$ cat src/hw/rtl/iaf_pkg.sv
`default_nettype none

package iaf_pkg;

  localparam int VALUE_BITS  = 64;
  localparam int MAX_WIDTH   = 64;
  localparam int DIGIT_SLOTS = 32;
  localparam int QUEUE_DEPTH = 2;

  localparam int FIELD_W = 7;
  localparam int BASE_W  = 2;
  localparam int CHAR_W  = 8;

  localparam int CW_W     = $clog2(MAX_WIDTH + 1);
  localparam int LEN_W    = $clog2(MAX_WIDTH + DIGIT_SLOTS + 2);
  localparam int DIG_IW   = $clog2(DIGIT_SLOTS);
  localparam int SHIFT_W  = $clog2(VALUE_BITS + 1);
  localparam int QP_W     = (QUEUE_DEPTH > 1) ? $clog2(QUEUE_DEPTH) : 1;
  localparam int QC_W     = $clog2(QUEUE_DEPTH + 1);
  localparam int PAD_BITS = 4 * DIGIT_SLOTS;

  localparam int DEC_DIGITS = (VALUE_BITS * 30103) / 100000 + 1;
  localparam int OCT_DIGITS = (VALUE_BITS + 2) / 3;
  localparam int HEX_DIGITS = (VALUE_BITS + 3) / 4;

  localparam int OCT_TOP = ((OCT_DIGITS < DIGIT_SLOTS) ? OCT_DIGITS : DIGIT_SLOTS) - 1;
  localparam int DEC_TOP = ((DEC_DIGITS < DIGIT_SLOTS) ? DEC_DIGITS : DIGIT_SLOTS) - 1;
  localparam int HEX_TOP = ((HEX_DIGITS < DIGIT_SLOTS) ? HEX_DIGITS : DIGIT_SLOTS) - 1;

  localparam logic [BASE_W-1:0] BASE_OCT = 2'd0;
  localparam logic [BASE_W-1:0] BASE_DEC = 2'd1;
  localparam logic [BASE_W-1:0] BASE_HEX = 2'd2;

  localparam logic [CHAR_W-1:0] CH_ZERO    = 8'h30;
  localparam logic [CHAR_W-1:0] CH_MINUS   = 8'h2D;
  localparam logic [CHAR_W-1:0] CH_SPACE   = 8'h20;
  localparam logic [CHAR_W-1:0] CH_UPPER_A = 8'h41;
  localparam logic [CHAR_W-1:0] CH_LOWER_A = 8'h61;

  typedef enum logic [1:0] {
    RADIX_OCT = 2'd0,
    RADIX_DEC = 2'd1,
    RADIX_HEX = 2'd2
  } radix_t;

  typedef struct packed {
    logic [VALUE_BITS-1:0] mag;
    radix_t                radix;
    logic                  upper;
    logic                  neg;
    logic [CW_W-1:0]       width;
    logic                  zpad;
    logic [CW_W-1:0]       room;
  } job_t;

  function automatic logic [CHAR_W-1:0] digit_char(input logic [3:0] d, input logic upper);
    logic [CHAR_W-1:0] base;
    base = upper ? CH_UPPER_A : CH_LOWER_A;
    if (d < 4'd10) begin
      return CH_ZERO + CHAR_W'(d);
    end
    return base + CHAR_W'(d) - CHAR_W'(10);
  endfunction

endpackage

`default_nettype wire

$ cat src/hw/rtl/iaf_front.sv
`default_nettype none

module iaf_front import iaf_pkg::*; (
  input  wire logic               start,
  input  wire logic               q_full,
  input  wire logic [63:0]        in_value,
  input  wire logic [BASE_W-1:0]  in_base_code,
  input  wire logic               in_upper_case,
  input  wire logic               in_negative,
  input  wire logic [FIELD_W-1:0] in_field_width,
  input  wire logic               in_zero_pad,
  input  wire logic [FIELD_W-1:0] in_room,
  output logic                    busy,
  output logic                    push,
  output job_t                    job
);

  assign busy = q_full;
  assign push = start && !q_full;

  always_comb begin
    job.mag   = in_value[VALUE_BITS-1:0];
    job.upper = in_upper_case;
    job.neg   = in_negative;
    job.zpad  = in_zero_pad;
    unique case (in_base_code)
      BASE_OCT: job.radix = RADIX_OCT;
      BASE_DEC: job.radix = RADIX_DEC;
      BASE_HEX: job.radix = RADIX_HEX;
      default:  job.radix = RADIX_HEX;
    endcase
    job.width = (in_field_width > FIELD_W'(MAX_WIDTH)) ? CW_W'(MAX_WIDTH)
                                                       : CW_W'(in_field_width);
    job.room  = (in_room > FIELD_W'(MAX_WIDTH)) ? CW_W'(MAX_WIDTH) : CW_W'(in_room);
  end

endmodule

`default_nettype wire

$ cat src/hw/rtl/iaf_queue.sv
`default_nettype none

module iaf_queue import iaf_pkg::*; (
  input  wire logic clk,
  input  wire logic rst_n,
  input  wire logic push,
  input  wire job_t wr_job,
  input  wire logic pop,
  output job_t      rd_job,
  output logic      full,
  output logic      empty
);

  job_t            q_r [QUEUE_DEPTH];
  logic [QP_W-1:0] wr_ptr_r;
  logic [QP_W-1:0] rd_ptr_r;
  logic [QC_W-1:0] cnt_r;
  logic            do_push;
  logic            do_pop;

  assign full    = (cnt_r == QC_W'(QUEUE_DEPTH));
  assign empty   = (cnt_r == '0);
  assign do_push = push && !full;
  assign do_pop  = pop && !empty;
  assign rd_job  = q_r[rd_ptr_r];

  always_ff @(posedge clk) begin
    if (!rst_n) begin
      wr_ptr_r <= '0;
      rd_ptr_r <= '0;
      cnt_r    <= '0;
    end else begin
      if (do_push) begin
        wr_ptr_r <= (wr_ptr_r == QP_W'(QUEUE_DEPTH - 1)) ? '0 : wr_ptr_r + 1'b1;
      end
      if (do_pop) begin
        rd_ptr_r <= (rd_ptr_r == QP_W'(QUEUE_DEPTH - 1)) ? '0 : rd_ptr_r + 1'b1;
      end
      if (do_push && !do_pop) begin
        cnt_r <= cnt_r + 1'b1;
      end else if (do_pop && !do_push) begin
        cnt_r <= cnt_r - 1'b1;
      end
    end
  end

  always_ff @(posedge clk) begin
    if (do_push) begin
      q_r[wr_ptr_r] <= wr_job;
    end
  end

endmodule

`default_nettype wire

$ cat src/hw/rtl/iaf_back.sv
`default_nettype none

module iaf_back import iaf_pkg::*; (
  input  wire logic         clk,
  input  wire logic         rst_n,
  input  wire job_t         job,
  input  wire logic         empty,
  output logic              pop,
  output logic              out_valid,
  output logic [CHAR_W-1:0] out_character,
  output logic              out_last
);

  typedef enum logic [3:0] {
    ST_IDLE = 4'b0001,
    ST_CONV = 4'b0010,
    ST_SCAN = 4'b0100,
    ST_EMIT = 4'b1000
  } state_t;

  state_t                state_r;
  state_t                state_nxt;
  logic [3:0]            dig_r [DIGIT_SLOTS];
  logic [VALUE_BITS-1:0] sh_r;
  logic [SHIFT_W-1:0]    cnt_r;
  logic [DIG_IW-1:0]     idx_r;
  radix_t                radix_r;
  logic                  upper_r;
  logic                  neg_r;
  logic                  zpad_r;
  logic [CW_W-1:0]       width_r;
  logic [CW_W-1:0]       room_r;
  logic [LEN_W-1:0]      padn_r;
  logic [LEN_W-1:0]      pos_r;
  logic [LEN_W-1:0]      rem_r;
  logic                  out_valid_r;
  logic [CHAR_W-1:0]     out_char_r;
  logic                  out_last_r;

  logic [PAD_BITS-1:0]   magx;
  logic [3:0]            dd_nxt [DEC_DIGITS];
  logic [3:0]            adj;
  logic                  carry;
  logic                  found;
  logic [LEN_W-1:0]      nd;
  logic [LEN_W-1:0]      textlen;
  logic [LEN_W-1:0]      wid;
  logic [LEN_W-1:0]      padn_calc;
  logic [LEN_W-1:0]      line_len;
  logic [LEN_W-1:0]      total_calc;
  logic [LEN_W-1:0]      padn_neg;
  logic [CHAR_W-1:0]     ch;
  logic                  is_dig;
  logic [DIG_IW-1:0]     top_idx;

  assign pop  = (state_r == ST_IDLE) && !empty;
  assign magx = PAD_BITS'(job.mag);

  always_comb begin
    unique case (job.radix)
      RADIX_OCT: top_idx = DIG_IW'(OCT_TOP);
      RADIX_DEC: top_idx = DIG_IW'(DEC_TOP);
      RADIX_HEX: top_idx = DIG_IW'(HEX_TOP);
      default:   top_idx = DIG_IW'(HEX_TOP);
    endcase
  end

  // double dabble step, one value bit per cycle
  always_comb begin
    carry = sh_r[VALUE_BITS-1];
    for (int i = 0; i < DEC_DIGITS; i++) begin
      adj       = (dig_r[i] >= 4'd5) ? dig_r[i] + 4'd3 : dig_r[i];
      dd_nxt[i] = {adj[2:0], carry};
      carry     = adj[3];
    end
  end

  // length of the padded line once the top digit is known
  always_comb begin
    found      = (dig_r[idx_r] != 4'd0) || (idx_r == '0);
    nd         = LEN_W'(idx_r) + 1'b1;
    textlen    = nd + LEN_W'(neg_r);
    wid        = LEN_W'(width_r);
    padn_calc  = (wid > textlen) ? wid - textlen : '0;
    line_len   = padn_calc + textlen;
    total_calc = (line_len > LEN_W'(room_r)) ? LEN_W'(room_r) : line_len;
  end

  always_comb begin
    padn_neg = padn_r + LEN_W'(neg_r);
    ch       = digit_char(dig_r[idx_r], upper_r);
    is_dig   = 1'b0;
    if (zpad_r) begin
      priority if (neg_r && pos_r == '0) begin
        ch = CH_MINUS;
      end else if (pos_r < padn_neg) begin
        ch = CH_ZERO;
      end else begin
        is_dig = 1'b1;
      end
    end else begin
      priority if (pos_r < padn_r) begin
        ch = CH_SPACE;
      end else if (neg_r && pos_r == padn_r) begin
        ch = CH_MINUS;
      end else begin
        is_dig = 1'b1;
      end
    end
  end

  always_comb begin
    state_nxt = state_r;
    unique case (state_r)
      ST_IDLE: begin
        if (!empty) begin
          state_nxt = (job.radix == RADIX_DEC) ? ST_CONV : ST_SCAN;
        end
      end
      ST_CONV: begin
        if (cnt_r == SHIFT_W'(1)) begin
          state_nxt = ST_SCAN;
        end
      end
      ST_SCAN: begin
        if (found) begin
          state_nxt = (total_calc == '0) ? ST_IDLE : ST_EMIT;
        end
      end
      ST_EMIT: begin
        if (rem_r == LEN_W'(1)) begin
          state_nxt = ST_IDLE;
        end
      end
      default: state_nxt = ST_IDLE;
    endcase
  end

  always_ff @(posedge clk) begin
    if (!rst_n) begin
      state_r     <= ST_IDLE;
      out_valid_r <= 1'b0;
    end else begin
      state_r     <= state_nxt;
      out_valid_r <= (state_r == ST_EMIT);
    end
  end

  always_ff @(posedge clk) begin
    out_char_r <= ch;
    out_last_r <= (rem_r == LEN_W'(1));
    unique case (state_r)
      ST_IDLE: begin
        if (!empty) begin
          radix_r <= job.radix;
          upper_r <= job.upper;
          neg_r   <= job.neg;
          zpad_r  <= job.zpad;
          width_r <= job.width;
          room_r  <= job.room;
          sh_r    <= job.mag;
          cnt_r   <= SHIFT_W'(VALUE_BITS);
          idx_r   <= top_idx;
          for (int i = 0; i < DIGIT_SLOTS; i++) begin
            unique case (job.radix)
              RADIX_OCT: dig_r[i] <= {1'b0, magx[3*i +: 3]};
              RADIX_DEC: dig_r[i] <= 4'd0;
              RADIX_HEX: dig_r[i] <= magx[4*i +: 4];
              default:   dig_r[i] <= magx[4*i +: 4];
            endcase
          end
        end
      end
      ST_CONV: begin
        for (int i = 0; i < DEC_DIGITS; i++) begin
          dig_r[i] <= dd_nxt[i];
        end
        sh_r  <= {sh_r[VALUE_BITS-2:0], 1'b0};
        cnt_r <= cnt_r - 1'b1;
      end
      ST_SCAN: begin
        if (found) begin
          padn_r <= padn_calc;
          rem_r  <= total_calc;
          pos_r  <= '0;
        end else begin
          idx_r <= idx_r - 1'b1;
        end
      end
      ST_EMIT: begin
        pos_r <= pos_r + 1'b1;
        rem_r <= rem_r - 1'b1;
        if (is_dig && idx_r != '0) begin
          idx_r <= idx_r - 1'b1;
        end
      end
      default: ;
    endcase
  end

  assign out_valid     = out_valid_r;
  assign out_character = out_char_r;
  assign out_last      = out_last_r;

  a_valid_from_emit: assert property (@(posedge clk) disable iff (!rst_n)
    out_valid_r |-> $past(state_r) == ST_EMIT)
    else $error("character strobe without emit cycle");

  a_gap_after_last: assert property (@(posedge clk) disable iff (!rst_n)
    (out_valid_r && out_last_r) |=> !out_valid_r)
    else $error("character after last of transaction");

  a_emit_count: assert property (@(posedge clk) disable iff (!rst_n)
    state_r == ST_EMIT |-> rem_r != '0)
    else $error("emit with no characters left");

  a_bcd_digit: assert property (@(posedge clk) disable iff (!rst_n)
    (state_r == ST_SCAN && radix_r == RADIX_DEC) |-> dig_r[idx_r] <= 4'd9)
    else $error("decimal digit out of range");

endmodule

`default_nettype wire

$ cat src/hw/rtl/integer_to_ascii_formatter.sv
`default_nettype none

// integer to ascii formatter
// input: a transaction is taken on a rising edge with start high and busy low;
//   in_value is converted in octal, decimal or hex (base code three means hex),
//   padded to in_field_width and cut to in_room characters.
// output: one character per strobe on out_valid, most significant first;
//   out_last marks the final character of a transaction. a room of zero
//   gives no characters. the receiver cannot stall: every strobe is taken.
// a two-entry queue parts the accepting front from the converting back end,
//   so busy rises only when both queued transactions wait.
// steps per transaction in the back end: a pop that loads the job, then
//   hex and octal: digits are taken straight from the value bits,
//   decimal: shift-add-3 over every value bit, one value bit per cycle,
//   then a scan of the digit positions from the top slot of the radix
//   (22 octal, 20 decimal, 16 hex) down to the leading digit,
//   then the characters are emitted (up to 64).
// the first character appears in the cycle after its emit cycle (output register).
// the back end takes one transaction at a time; the queue takes new ones meanwhile.
// reset: synchronous active-low rst_n empties the queue and idles the back end.

module integer_to_ascii_formatter import iaf_pkg::*; (
  input  wire logic               clk,
  input  wire logic               rst_n,
  input  wire logic               start,
  output logic                    busy,
  input  wire logic [63:0]        in_value,
  input  wire logic [BASE_W-1:0]  in_base_code,
  input  wire logic               in_upper_case,
  input  wire logic               in_negative,
  input  wire logic [FIELD_W-1:0] in_field_width,
  input  wire logic               in_zero_pad,
  input  wire logic [FIELD_W-1:0] in_room,
  output logic                    out_valid,
  output logic [CHAR_W-1:0]       out_character,
  output logic                    out_last
);

  job_t wr_job;
  job_t rd_job;
  logic push;
  logic pop;
  logic q_full;
  logic q_empty;

  iaf_front u_front (
    .start          (start),
    .q_full         (q_full),
    .in_value       (in_value),
    .in_base_code   (in_base_code),
    .in_upper_case  (in_upper_case),
    .in_negative    (in_negative),
    .in_field_width (in_field_width),
    .in_zero_pad    (in_zero_pad),
    .in_room        (in_room),
    .busy           (busy),
    .push           (push),
    .job            (wr_job)
  );

  iaf_queue u_queue (
    .clk    (clk),
    .rst_n  (rst_n),
    .push   (push),
    .wr_job (wr_job),
    .pop    (pop),
    .rd_job (rd_job),
    .full   (q_full),
    .empty  (q_empty)
  );

  iaf_back u_back (
    .clk           (clk),
    .rst_n         (rst_n),
    .job           (rd_job),
    .empty         (q_empty),
    .pop           (pop),
    .out_valid     (out_valid),
    .out_character (out_character),
    .out_last      (out_last)
  );

endmodule

`default_nettype wire
$ cat config.mk
export PLATFORM = sky130hd
export DESIGN_NAME = integer_to_ascii_formatter
export DESIGN_NICKNAME = d
export VERILOG_FILES = /design/src/hw/rtl/iaf_pkg.sv /design/src/hw/rtl/iaf_front.sv /design/src/hw/rtl/iaf_queue.sv /design/src/hw/rtl/iaf_back.sv /design/src/hw/rtl/integer_to_ascii_formatter.sv
export SDC_FILE = /design/constraint.sdc
export NUM_CORES = 1
export LEC_CHECK = 0
export BUFFER_PORTS_ARGS = -buffer_cell sky130_fd_sc_hd__buf_2
export CAP_MARGIN = 20
export CORE_AREA = 2 2 183 185
export DETAILED_ROUTE_END_ITERATION = 16
export DIE_AREA = 0 0 185 187
export GPL_ROUTABILITY_DRIVEN = 0
export PLACE_DENSITY = 0.75
export SYNTH_ARGS = -nofsm -noshare
export SYNTH_HDL_FRONTEND = slang
export SYNTH_SLANG_ARGS = --single-unit
export TNS_END_PERCENT = 1
$ cat constraint.sdc
create_clock -name clk -period 6.35 [get_ports clk]
set_input_delay 1.5875 -clock clk [delete_from_list [all_inputs] [get_ports clk]]
set_output_delay 1.5875 -clock clk [all_outputs]
set_load 0.01 [all_outputs]
==> summary.md <==
| Metric | Value |
|---|---|
| Setup ws final | around 0.3 ns |
| H-Tree Depth | 2 |
| Total CTS buffers | 41 |
| Register bit total from synthesis | around 390 |
| Top post-synthesis cells by area | edfxtp_1 55%, ha_1 5.7%, mux2i_1 3.6% |
| CTS tree | built |
| TNS Setup | 0 ns |
| Starting Density | 59.1% |
| DR iter-0 viols | 984 |
| Routed WL per cell | approximately 19 µm |
| Die area | 34600 µm² |
| Status | completed |
| Area grow syn2layout | 12.5% |
| Port Buf Inserts | 95 |
| Peak VDD IR | 0.000421 V |
| Die Ht | 187 µm |
| Clock Latency Late Sink | 0.55 ns |
| Post-DRT Antenna Nets | 0 |
| First-pass GRT wire length | 65100 µm |
| Switching Fraction | around two fifths |
| Final instance area | 21900 µm² |
| Crit-path slowest cell | fa_1 |
| Sequential Power Share | a little over a third |
| Seq. cell area | 11300 µm² |
| Crit path top cell by count | ha_1 |
| Crit share post-route | 95.3% |
| Overall power | 0.0127 W |
| Final setup skew | 0.0297 ns |
| Root Buffer Master | clkbuf_16 |
| Worst Path Required | 6.79 ns |
| Sequential area share after synthesis | 58.3% |
| MaxCap Viol Count | 0 |
| Int Power | 0.00775 W |
| CTS Sinks | 387 |
| WP data arrival | around 6.5 ns |
| Crit path launch type | flip-flop |
| Hold Fails Final Rpt | 0 |
| Critical path endpoint category | flip-flop |
| # IOs | 97 |
| Number of antenna violations at the first check in global routing | 0 |
| DRC errors left | 0 |
| Buf+Inv Stages, Crit Path | 3 |
| Total grt overflow | 0 |
| Syn Std Cell Area | 19400 µm² |
| Critical path class | reg2reg |
| Most common library cell in the layout ignoring fill and taps | edfxtp_1 |
| Largest net degree at the start of global routing | 90 |
| Final nets | between 1500 and 2000 |
| Area share of the largest cell type after synthesis | 55.2% |
| Tmin final | 6.05 ns |
| Clock tree buffer depth | 3 |
| Max Clk Rate | about 0.17 GHz |
| Clock power share | 19.2% |
| Worst-Margin Slew | 1.03 ns |
| Share of cells above drive strength 1 | 14.9% |
| Post-place instance area | 20300 µm² |
| YS warnings | 0 |
| Hold_buf cts | 0 |
| Comb power frac | 44.6% |
| Async SR Flop Fraction | 0% |
| Lkg Pwr | 8.34 nW |
| Num rows | 67 |
| Ys flop type | edfxtp_1 |
| Post-synthesis cell count | 1593 |
| Crit-path max cell delay | 0.46 ns |
| Yosys top cell by area | edfxtp_1 |
| Vias/cell | 5.95 |
| Diodes inserted | 0 |
| Multi-input gate area | 7640 µm² |
| Final WL | roughly 41000 µm |
| PD cells | between 500 and 600 nW/µm² |
| Initial DRT Pass Iterations | 6 |
| Worst Hold Class | reg2reg |
| CP top delay family | simple AND/OR/NAND/NOR gates |
| Setup violators final | 0 |
| Syn Area/Cell | between 10 and 15 µm² |
| Worst slack, placed | -0.231 ns |
| DR vias | 12900 |
| CTS clk-pin slew, worst paths | 0.06 ns |
| GRT Total Usage | about a quarter |
| Fillers | 2446 |
| Switching Power | 0.00494 W |
| Crit-path max FO | 6 |
| Chip Width | 185 µm |
| Vias in the first global route | roughly 13000 |
| Worst slew margin | 31.5% |
| Most frequent cells in the layout | 357 x edfxtp_1, 140 x nor2_1, 110 x a21oi_1, 99 x o21ai_0, 95 x buf_2 |
| Detail Placement HPWL | 27900 µm |
| Final Max Slew Viols | 0 |
| Netlist cell types | 73 |
| Core Region | ~33000 µm² |
| Post-synth EDFFs | 357 |
| Final core utilization | 66.5% |
## kinds of logic after synthesis
logic type,count (synthesis),share of synthesized area (%)
flops,387,58.3
compound gates,384,12.3
other cells,2,0.0387
xor+xnor,58,2.62
simple gates,398,10.2
fa+ha+maj,92,5.99
mux,119,7.49
buf+inv,153,3.05
## power by group through the flow
stage	logic, W	registers (W)	clock network, W
2_1_floorplan	0.00417	0.00437	0
3_3_place_gp	0.00511	0.00459	0
3_5_place_dp	0.00531	0.00462	0
4_1_cts	0.00541	0.00458	0.00248
5_1_grt	0.00626	0.00469	0.00258
6_report	0.00566	0.00460	0.00244
## synthesized netlist by cell type, types with 5 or more instances
library cell	instances
inv_1	87
nor2_1	142
nand2_1	85
or3_1	8
a21o_1	48
nor3b_1	32
nor3_1	19
clkbuf_1	39
mux2i_1	70
and2_1	10
buf_2	5
mux2_2	32
and3_1	11
ha_1	89
nor2b_1	26
a31oi_1	5
a22oi_1	33
o21ai_0	100
nor4_1	5
nand3b_1	5
nand2b_1	22
o22ai_1	22
edfxtp_1	357
xnor2_1	41
mux4_2	14
o221ai_1	12
dfxtp_1	30
nand3_1	15
a21oi_1	112
o21a_1	8
buf_1	20
xor2_1	17
o211ai_1	7
## metal layers
layer | up-vias | GRT usage (%) | wire, µm
met1 | 6205 | 32.0 | 17100
met4 | 0 | 8.55 | 1390
met3 | 98 | 4.40 | 2680
li1 | 6123 | - | -
met2 | 467 | 39.5 | 20100
met5 | - | 0 | 0
## final timing paths
path                         from                end  slack (ns)  depth (start not counted)
hold reg to reg   u_back.rem_r[6]    u_back.out_last        0.50                          1
setup reg to reg  u_back.idx_r[0]  u_back.state_r[3]        0.30                         26
hold / removal    u_back.rem_r[6]    u_back.out_last        0.50                          1
setup / recovery  u_back.idx_r[0]  u_back.state_r[3]        0.30                         26
## per-stage QoR
stage | std cells | hold WS, ns
6_report | 2167 | 0.502
5_1_grt | 2167 | 0.534
4_1_cts | 2161 | 0.503
3_5_place_dp | 2085 | 0.497
3_3_place_gp | 2085 | 0.484
2_1_floorplan | 1594 | 0.459
## layout make-up
class	count	share of cell area, %
multi-input cells	1054	34.9
repair buffers	115	2.86
clock buffers	49	5.03
flip-flops and latches	387	51.8
inverters	87	1.49
well taps	448	2.56
clock inverters	27	1.31
## sequential cells by signal, indices dropped and copies added, names as in the netlist, named ones only
name,flops
u_back.state_r,4
u_back.cnt_r,7
u_queue.wr_ptr_r,1
u_back.dig_r,84
u_back.idx_r,5
u_back.rem_r,7
u_back.out_character,7
u_back.neg_r,1
u_queue.q_r,166
u_back.padn_r,7
u_back.out_valid,1
u_back.pos_r,7
u_queue.cnt_r,2
u_back.room_r,7
u_back.upper_r,1
u_back.zpad_r,1
u_back.wid,7
u_back.out_last,1
u_back.sh_r,64
u_queue.rd_ptr_r,1
## repair_timing
action	in CTS	in global routing
resized for setup	3	16
gates cloned	0	0
buffers inserted	0	6
setup endpoints to repair	8	9
pin swaps	0	4
Power figures use the tool's default switching activity.
